File: src/rtl/core/mdalu_pkg.sv
`timescale 1ns / 1ps

package mdalu_pkg;

  // Opcodes
  localparam logic [5:0] OP_RTYPE = 6'h00;
  localparam logic [5:0] OP_J     = 6'h02;
  localparam logic [5:0] OP_JAL   = 6'h03;
  localparam logic [5:0] OP_BEQ   = 6'h04;
  localparam logic [5:0] OP_BNE   = 6'h05;
  localparam logic [5:0] OP_ADDI  = 6'h08;
  localparam logic [5:0] OP_ADDIU = 6'h09;
  localparam logic [5:0] OP_SLTI  = 6'h0a;
  localparam logic [5:0] OP_SLTIU = 6'h0b;
  localparam logic [5:0] OP_ANDI  = 6'h0c;
  localparam logic [5:0] OP_ORI   = 6'h0d;
  localparam logic [5:0] OP_LUI   = 6'h0f;
  localparam logic [5:0] OP_LW    = 6'h23;
  localparam logic [5:0] OP_LBU   = 6'h24;
  localparam logic [5:0] OP_LHU   = 6'h25;
  localparam logic [5:0] OP_SB    = 6'h28;
  localparam logic [5:0] OP_SH    = 6'h29;
  localparam logic [5:0] OP_SW    = 6'h2b;
  localparam logic [5:0] OP_LL    = 6'h30;
  localparam logic [5:0] OP_SC    = 6'h38;

  // R-type function codes
  localparam logic [5:0] FN_SLL  = 6'h00;
  localparam logic [5:0] FN_SRL  = 6'h02;
  localparam logic [5:0] FN_JR   = 6'h08;
  localparam logic [5:0] FN_ADD  = 6'h20;
  localparam logic [5:0] FN_ADDU = 6'h21;
  localparam logic [5:0] FN_SUB  = 6'h22;
  localparam logic [5:0] FN_SUBU = 6'h23;
  localparam logic [5:0] FN_AND  = 6'h24;
  localparam logic [5:0] FN_OR   = 6'h25;
  localparam logic [5:0] FN_NOR  = 6'h27;
  localparam logic [5:0] FN_SLT  = 6'h2a;
  localparam logic [5:0] FN_SLTU = 6'h2b;

  localparam logic [4:0] LINK_REG = 5'd31;

  typedef enum logic [3:0] {
    ALU_ADD, ALU_AND, ALU_NOR, ALU_OR, ALU_SLT, ALU_SLL, ALU_SRL, ALU_LUI, ALU_SUB
  } alu_op_t;

  typedef enum logic [1:0] {
    RES_ALU, RES_LINK, RES_ZERO
  } res_sel_t;

  typedef enum logic [1:0] {
    TGT_NONE, TGT_REG, TGT_JUMP, TGT_BRANCH
  } tgt_sel_t;

  typedef struct packed {
    logic [31:0]        instruction;
    logic [31:0]        pc;
    logic signed [31:0] rs_data;
    logic signed [31:0] rt_data;
  } in_req_t;

  typedef struct packed {
    logic signed [31:0] result;
    logic [4:0]         dest_reg;
    logic               reg_write;
    logic               mem_read;
    logic               mem_write;
    logic signed [31:0] store_data;
    logic               is_branch;
    logic               branch_taken;
    logic               is_jump;
    logic [31:0]        target;
  } out_req_t;

  // Decoded controls handed from decode to execute
  typedef struct packed {
    alu_op_t    alu_op;
    logic       b_from_rt;
    logic       imm_zext;
    res_sel_t   res_sel;
    tgt_sel_t   tgt_sel;
    logic       is_beq;
    logic       is_bne;
    logic       is_load;
    logic       is_store;
    logic       is_branch;
    logic       is_jump;
    logic       reg_write;
    logic [4:0] dest_reg;
  } ctrl_t;

endpackage

File: src/rtl/core/mdalu_decode.sv
`timescale 1ns / 1ps

module mdalu_decode
  import mdalu_pkg::*;
(
  input  logic [31:0] instruction,
  output ctrl_t       ctrl
);

  logic [5:0] op;
  logic [5:0] fn;
  logic [4:0] rt;
  logic [4:0] rd;
  logic       is_jr;

  assign op    = instruction[31:26];
  assign fn    = instruction[5:0];
  assign rt    = instruction[20:16];
  assign rd    = instruction[15:11];
  assign is_jr = (op == OP_RTYPE) && (fn == FN_JR);

  always_comb begin
    ctrl           = '0;
    ctrl.alu_op    = ALU_ADD;
    ctrl.res_sel   = RES_ALU;
    ctrl.tgt_sel   = TGT_NONE;
    ctrl.b_from_rt = (op == OP_RTYPE) || (op == OP_BEQ) || (op == OP_BNE);
    ctrl.imm_zext  = (op == OP_ORI);
    ctrl.is_beq    = (op == OP_BEQ);
    ctrl.is_bne    = (op == OP_BNE);
    ctrl.is_branch = (op == OP_BEQ) || (op == OP_BNE);
    ctrl.is_load   = (op == OP_LW) || (op == OP_LBU) || (op == OP_LHU) || (op == OP_LL);
    ctrl.is_store  = (op == OP_SB) || (op == OP_SH) || (op == OP_SW) || (op == OP_SC);
    ctrl.is_jump   = (op == OP_J) || (op == OP_JAL) || is_jr;
    ctrl.reg_write = !(ctrl.is_store || ctrl.is_branch || (op == OP_J) || is_jr);

    unique case (op)
      OP_RTYPE: begin
        unique case (fn)
          FN_AND:                    ctrl.alu_op = ALU_AND;
          FN_NOR:                    ctrl.alu_op = ALU_NOR;
          FN_OR:                     ctrl.alu_op = ALU_OR;
          FN_SLL:                    ctrl.alu_op = ALU_SLL;
          FN_SRL:                    ctrl.alu_op = ALU_SRL;
          FN_SLT, FN_SLTU:           ctrl.alu_op = ALU_SLT;
          FN_SUB, FN_SUBU:           ctrl.alu_op = ALU_SUB;
          default:                   ctrl.alu_op = ALU_ADD;
        endcase
      end
      OP_ANDI:                       ctrl.alu_op = ALU_AND;
      OP_ORI:                        ctrl.alu_op = ALU_OR;
      OP_LUI:                        ctrl.alu_op = ALU_LUI;
      OP_SLTI, OP_SLTIU:             ctrl.alu_op = ALU_SLT;
      default:                       ctrl.alu_op = ALU_ADD;
    endcase

    if (op == OP_JAL) begin
      ctrl.res_sel = RES_LINK;
    end else if (ctrl.is_jump) begin
      ctrl.res_sel = RES_ZERO;
    end

    if (is_jr) begin
      ctrl.tgt_sel = TGT_REG;
    end else if ((op == OP_J) || (op == OP_JAL)) begin
      ctrl.tgt_sel = TGT_JUMP;
    end else if (ctrl.is_branch) begin
      ctrl.tgt_sel = TGT_BRANCH;
    end

    if (!ctrl.reg_write) begin
      ctrl.dest_reg = '0;
    end else if (op == OP_RTYPE) begin
      ctrl.dest_reg = rd;
    end else if (op == OP_JAL) begin
      ctrl.dest_reg = LINK_REG;
    end else begin
      ctrl.dest_reg = rt;
    end
  end

endmodule

File: src/rtl/core/mdalu_exec.sv
`timescale 1ns / 1ps

module mdalu_exec
  import mdalu_pkg::*;
(
  input  in_req_t  req,
  input  ctrl_t    ctrl,
  output out_req_t res
);

  logic [15:0] imm;
  logic [4:0]  shamt;
  logic [31:0] sext;
  logic [31:0] a;
  logic [31:0] b;
  logic [31:0] alu_y;
  logic [31:0] link_pc;
  logic [31:0] br_target;
  logic [31:0] jmp_target;

  assign imm        = req.instruction[15:0];
  assign shamt      = req.instruction[10:6];
  assign sext       = {{16{imm[15]}}, imm};
  assign a          = req.rs_data;
  assign b          = ctrl.b_from_rt ? req.rt_data :
                      (ctrl.imm_zext ? {16'h0000, imm} : sext);
  assign link_pc    = req.pc + 32'd8;
  assign br_target  = req.pc + 32'd4 + {sext[29:0], 2'b00};
  assign jmp_target = {req.pc[31:28], req.instruction[25:0], 2'b00};

  always_comb begin
    unique case (ctrl.alu_op)
      ALU_AND: alu_y = a & b;
      ALU_NOR: alu_y = ~(a | b);
      ALU_OR:  alu_y = a | b;
      ALU_SLT: alu_y = {31'd0, ($signed(a) < $signed(b))};
      ALU_SLL: alu_y = b << shamt;
      ALU_SRL: alu_y = b >> shamt;
      ALU_LUI: alu_y = {b[15:0], 16'h0000};
      ALU_SUB: alu_y = a - b;
      default: alu_y = a + b;
    endcase
  end

  always_comb begin
    res              = '0;
    res.dest_reg     = ctrl.dest_reg;
    res.reg_write    = ctrl.reg_write;
    res.mem_read     = ctrl.is_load;
    res.mem_write    = ctrl.is_store;
    res.store_data   = ctrl.is_store ? req.rt_data : '0;
    res.is_branch    = ctrl.is_branch;
    res.is_jump      = ctrl.is_jump;
    res.branch_taken = (ctrl.is_beq && (req.rs_data == req.rt_data)) ||
                       (ctrl.is_bne && (req.rs_data != req.rt_data));

    case (ctrl.res_sel)
      RES_LINK: res.result = link_pc;
      RES_ZERO: res.result = '0;
      default:  res.result = alu_y;
    endcase

    case (ctrl.tgt_sel)
      TGT_REG:    res.target = req.rs_data;
      TGT_JUMP:   res.target = jmp_target;
      TGT_BRANCH: res.target = br_target;
      default:    res.target = '0;
    endcase
  end

endmodule

File: src/rtl/core/mips_decode_and_alu_unit.sv
// Channel   Ports                            Moves
// --------  -------------------------------  ---------------------------------------
// input     in_valid / in_ready / in_data    instruction, pc, rs_data, rt_data
// result    out_valid / out_ready / out_data ALU result, controls, store data, target
//
// A taken request lands in the input register, is decoded and executed from there, and
// lands in the result register once that stage is free, which raises out_valid; one
// request is taken every cycle unless the input side stalls. rst_n (synchronous, active
// low) clears both valid flags only.
// A stalled result holds in the result register while the input register can still
// take one more request, so the input side stalls only when both stages are full.
`timescale 1ns / 1ps

module mips_decode_and_alu_unit
  import mdalu_pkg::*;
(
  input  logic     clk,
  input  logic     rst_n,
  input  logic     in_valid,
  output logic     in_ready,
  input  in_req_t  in_data,
  output logic     out_valid,
  input  logic     out_ready,
  output out_req_t out_data
);

  // Stage one: registered request
  in_req_t  req_r;
  logic     req_valid_r;
  logic     req_valid_nxt;

  // Stage two: registered result
  out_req_t res_r;
  logic     res_valid_r;
  logic     res_valid_nxt;

  ctrl_t    ctrl;
  out_req_t res_nxt;

  logic     res_ready;
  logic     res_load;

  // The result stage frees up when empty or when its request is taken this cycle.
  assign res_ready = !res_valid_r || out_ready;
  assign res_load  = req_valid_r && res_ready;
  // Take a new request when stage one is empty or is advancing.
  assign in_ready  = !req_valid_r || res_ready;

  mdalu_decode u_decode (
    .instruction (req_r.instruction),
    .ctrl        (ctrl)
  );

  mdalu_exec u_exec (
    .req  (req_r),
    .ctrl (ctrl),
    .res  (res_nxt)
  );

  always_comb begin
    req_valid_nxt = req_valid_r;
    if (in_ready) begin
      req_valid_nxt = in_valid;
    end
    res_valid_nxt = res_valid_r;
    if (res_ready) begin
      res_valid_nxt = req_valid_r;
    end
  end

  always_ff @(posedge clk) begin
    if (!rst_n) begin
      req_valid_r <= 1'b0;
      res_valid_r <= 1'b0;
    end else begin
      req_valid_r <= req_valid_nxt;
      res_valid_r <= res_valid_nxt;
    end
  end

  // Payload registers: load on advance, hold otherwise.
  always_ff @(posedge clk) begin
    if (in_ready && in_valid) begin
      req_r <= in_data;
    end
    if (res_load) begin
      res_r <= res_nxt;
    end
  end

  assign out_valid = res_valid_r;
  assign out_data  = res_r;

endmodule

File: config.mk
export PLATFORM = sky130hd
export DESIGN_NAME = mips_decode_and_alu_unit
export DESIGN_NICKNAME = d
export VERILOG_FILES = /design/src/rtl/core/mdalu_pkg.sv /design/src/rtl/core/mdalu_decode.sv /design/src/rtl/core/mdalu_exec.sv /design/src/rtl/core/mips_decode_and_alu_unit.sv
export SDC_FILE = /design/constraint.sdc
export NUM_CORES = 1
export LEC_CHECK = 0
export BUFFER_PORTS_ARGS = -buffer_cell sky130_fd_sc_hd__buf_4
export CAP_MARGIN = 20
export CORE_UTILIZATION = 25
export DETAILED_ROUTE_END_ITERATION = 8
export GPL_TIMING_DRIVEN = 0
export PLACE_DENSITY = 0.49
export SYNTH_ARGS = -nofsm -noshare
export SYNTH_HDL_FRONTEND = slang
export SYNTH_SLANG_ARGS = --single-unit
File: constraint.sdc
create_clock -name clk -period 6.8 [get_ports clk]
set_input_delay 1.02 -clock clk [delete_from_list [all_inputs] [get_ports clk]]
set_output_delay 1.02 -clock clk [all_outputs]
set_load 0.05 [all_outputs]
==> results.json <==
{
  "chipWidth_um": 284,
  "cts_max_level": 1,
  "post-synth-top-area-fraction": 0.355,
  "syn_inst": 2148,
  "footprint_of_the_multi_input_gates_um2": 11800,
  "setup_tns_ns": 0,
  "final_hold_viol_count": 0,
  "dr_wl_met3_um": 7840,
  "grt_first_pass_wirelength_um": 150000,
  "worst_r2r_endpoint": "out_data[75]",
  "crit_arrival_ns": 6.86,
  "power.ir.vdd_worst_uv": 198,
  "cts_sink_cnt": 237,
  "proportion_of_layout_cells_with_a_drive_suffix_above_1": 0.159,
  "ys_top_cells_by_area": "edfxtp_1 (36%), ha_1 (9.8%), a21oi_1 (4.6%)",
  "total_drc_errors_in_the_routed_layout": 0,
  "setup.worst_path.start_class": "flip-flop",
  "switching_power_mw": 1.80,
  "worst_case_clock_skew_ns": 0.0270,
  "cts-root-buf": "clkbuf_16",
  "nNetsFinal": 2727,
  "seqCellArea_um2": 7100,
  "highest-signal-layer": "met5",
  "result_of_the_run": "finished clean",
  "cp-startpoint": "req_r[126]",
  "post-synth-top-count-cell": "edfxtp_1",
  "dieHeight_um": 284,
  "overflow": 0,
  "finalSetupViolCount": 0,
  "hpwl_um": 89400,
  "yosys.area.top_type": "edfxtp_1",
  "endpoint": "out_data[75]",
  "crit_end_element": "flip-flop",
  "hold_path_class": "flip-flop to flip-flop",
  "design.core.area_um2": 78900,
  "drt_pass_1_iters": 5,
  "cellInternalPower_mw": 3.07,
  "post_synth.cell_area_avg_um2": 9.25,
  "max-cap-violations": 0,
  "post_synth_most_frequent_cells": "edfxtp_1 (235), a21oi_1 (182), ha_1 (155), nand2_1 (152), nor2_1 (151)",
  "via_count_of_the_first_global_routing_pass": 19200,
  "synth.distinct_cells": 85,
  "flow.area_growth_from_synthesis_pct": 21.5,
  "power.density_nw_per_um2": 202,
  "design.portCount": 241,
  "clock_insertion_delay_worst_skew_ns": 0.58,
  "cts.reportedPaths.clkPinSlew_ns": 0.07,
  "yosysWarnings": 0,
  "netSwitchingFraction": 0.370,
  "finalWirelength_um": 109000,
  "post_synthesis_sequential_area_ratio": 0.357,
  "floorplan.initialDensity": 0.252,
  "yosys_most_used_dff": "edfxtp_1",
  "post-route-util": 0.306,
  "tightestPinTransition_ns": 1.29,
  "antenna_found_initial": 6,
  "portBuffers": 240,
  "worstReg2RegStart": "req_r[126]",
  "ant_nets": 0,
  "dr_vias": 19700,
  "core.rowCount": 103,
  "post-cts-setup-buffer-count": 0,
  "die_area_um2": 80600,
  "maxSlewViolCount": 0,
  "crit_required_ns": 7.09,
  "worst-setup-path-type": "flip-flop to flip-flop",
  "gpl.final_weighted_congestion": 1.02,
  "cts-buffers-inserted": 26,
  "cp_max_fo": 10,
  "maximum_clock_frequency_mhz": 152,
  "summed_instance_area_of_the_synthesized_netlist_um2": 19900,
  "post_drt_wl_per_cell_um": 31.1,
  "relSlewSlack": 0.130,
  "cts_tree": "yes",
  "layout_worst_path_cycle_share": 0.966,
  "grt_setup_unrepaired": "no",
  "filler_cell_count": 8384,
  "cts-root-to-sink-buffers": 3,
  "fin_crit_ns": 6.57,
  "synth-seq-cells": 237,
  "via_per_inst": 5.62,
  "pwr-share-seq": 0.381,
  "share_clk_of_total_power": 0.292,
  "synth_fp_nets": 2438,
  "comb_power_share": 0.328,
  "grt_max_degree": 69,
  "timing.reg2reg.setup_slack_ns": 0.23,
  "synth_async_sr_flop_share": 0,
  "rr_worst_depth": 17,
  "grt_util_all_layers": 0.262,
  "synth_edf_count": 235,
  "placedCellCount": 3460,
  "drt-met1-wl_um": 45700,
  "wl_met2_um": 50200,
  "static-leakage-power_nw": 9.34,
  "drt_iter0_markers": 1999,
  "layoutNonFillerInstCount": 3511
}
==> state kept, by name, indices dropped and copies added (netlist names) <==
name         count
req_r          128
out_data       107
req_valid_r      1
out_valid        1
==> cells by family (layout without fill, tap and decap cells) <==
logic type | Yosys count | in the layout | synth area share
AOI/OAI and AO/OA | 664 | 664 | 0.219
xor gates and xnor gates | 162 | 162 | 0.0714
adders and majority gates | 158 | 158 | 0.101
buffers and inverters | 262 | 571 | 0.0517
DFF | 237 | 237 | 0.357
muxes | 93 | 93 | 0.0597
other | 0 | 4 | 0
and+or+nand+nor | 572 | 572 | 0.140
==> placed cells by master, fill, tap and decap left out, drive strengths merged, types with 90 or more instances in the layout <==
cell    count
inv       125
o21ai     147
a21oi     182
buf       295
ha        155
clkbuf    135
xnor2      90
nor2      152
edfxtp    235
nand2     153
==> worst min path at each step <==
stage	from	endpoint	slack [ns]	depth (start not counted)
2_1_floorplan	req_valid_r	out_valid	0.48	1
3_3_place_gp	req_valid_r	out_valid	0.48	1
3_5_place_dp	req_valid_r	out_valid	0.52	1
4_1_cts	req_valid_r	out_valid	0.53	1
5_1_grt	req_valid_r	out_valid	0.56	1
6_report	req_valid_r	out_valid	0.53	1
==> critical path, cell delays in order (launching register included) <==
cell,delay (ns)
edfxtp_1,0.50
nor4_2,0.57
buf_2,0.39
a21oi_1,0.16
a21oi_4,0.39
inv_1,0.29
ha_1,0.30
fa_1,0.44
o21ba_2,0.24
or4_1,0.44
a21oi_1,0.43
o21ai_0,0.24
a311o_1,0.47
o311a_1,0.27
a21o_1,0.24
nor2b_1,0.14
o311a_1,0.39
a221o_1,0.34
==> cell type report <==
cell class,instances,share of cell area
multi-input combinational,1649,0.489
inverter,124,0.0193
sequential,237,0.294
clock inverter,17,0.00622
clock buffer,31,0.0286
timing repair buffer,263,0.0849
tap,1050,0.0544
antenna,4,0.000415
buffer,136,0.0230
==> stage by stage <==
stage | worst slack, ns | hold slack (ns) | area, µm² | power [mW]
CTS | 0.135 | 0.535 | 24100 | 4.87
global route | 0.128 | 0.562 | 24100 | 5.03
finish | 0.234 | 0.535 | 24100 | 4.87
detailed placement | -0.394 | 0.521 | 23300 | 3.43
floorplan | 0.378 | 0.477 | 19900 | 2.79
global placement | -2.70 | 0.485 | 23000 | 3.44
==> power by group through the flow <==
stage / combinational (mW) / sequential [mW] / clock, mW
floorplan: 0.826 / 1.96 / 0
global placement: 1.54 / 1.90 / 0
detailed placement: 1.55 / 1.88 / 0
CTS: 1.56 / 1.85 / 1.46
global route: 1.68 / 1.86 / 1.50
finish: 1.59 / 1.85 / 1.42
==> per-layer routing <==
layer | global-route usage | up-vias
met5 | 0 | -
met4 | 0.115 | 10
met3 | 0.0478 | 242
met2 | 0.428 | 1039
met1 | 0.336 | 9824
li1 | - | 8604
==> repair_timing <==
action	4_1_cts	5_1_grt
endpoints found under the setup margin	8	5
hold buffers	0	0
pin swaps	0	0
resized for setup	2	5
No activity file was read; power rests on OpenSTA's default activity.
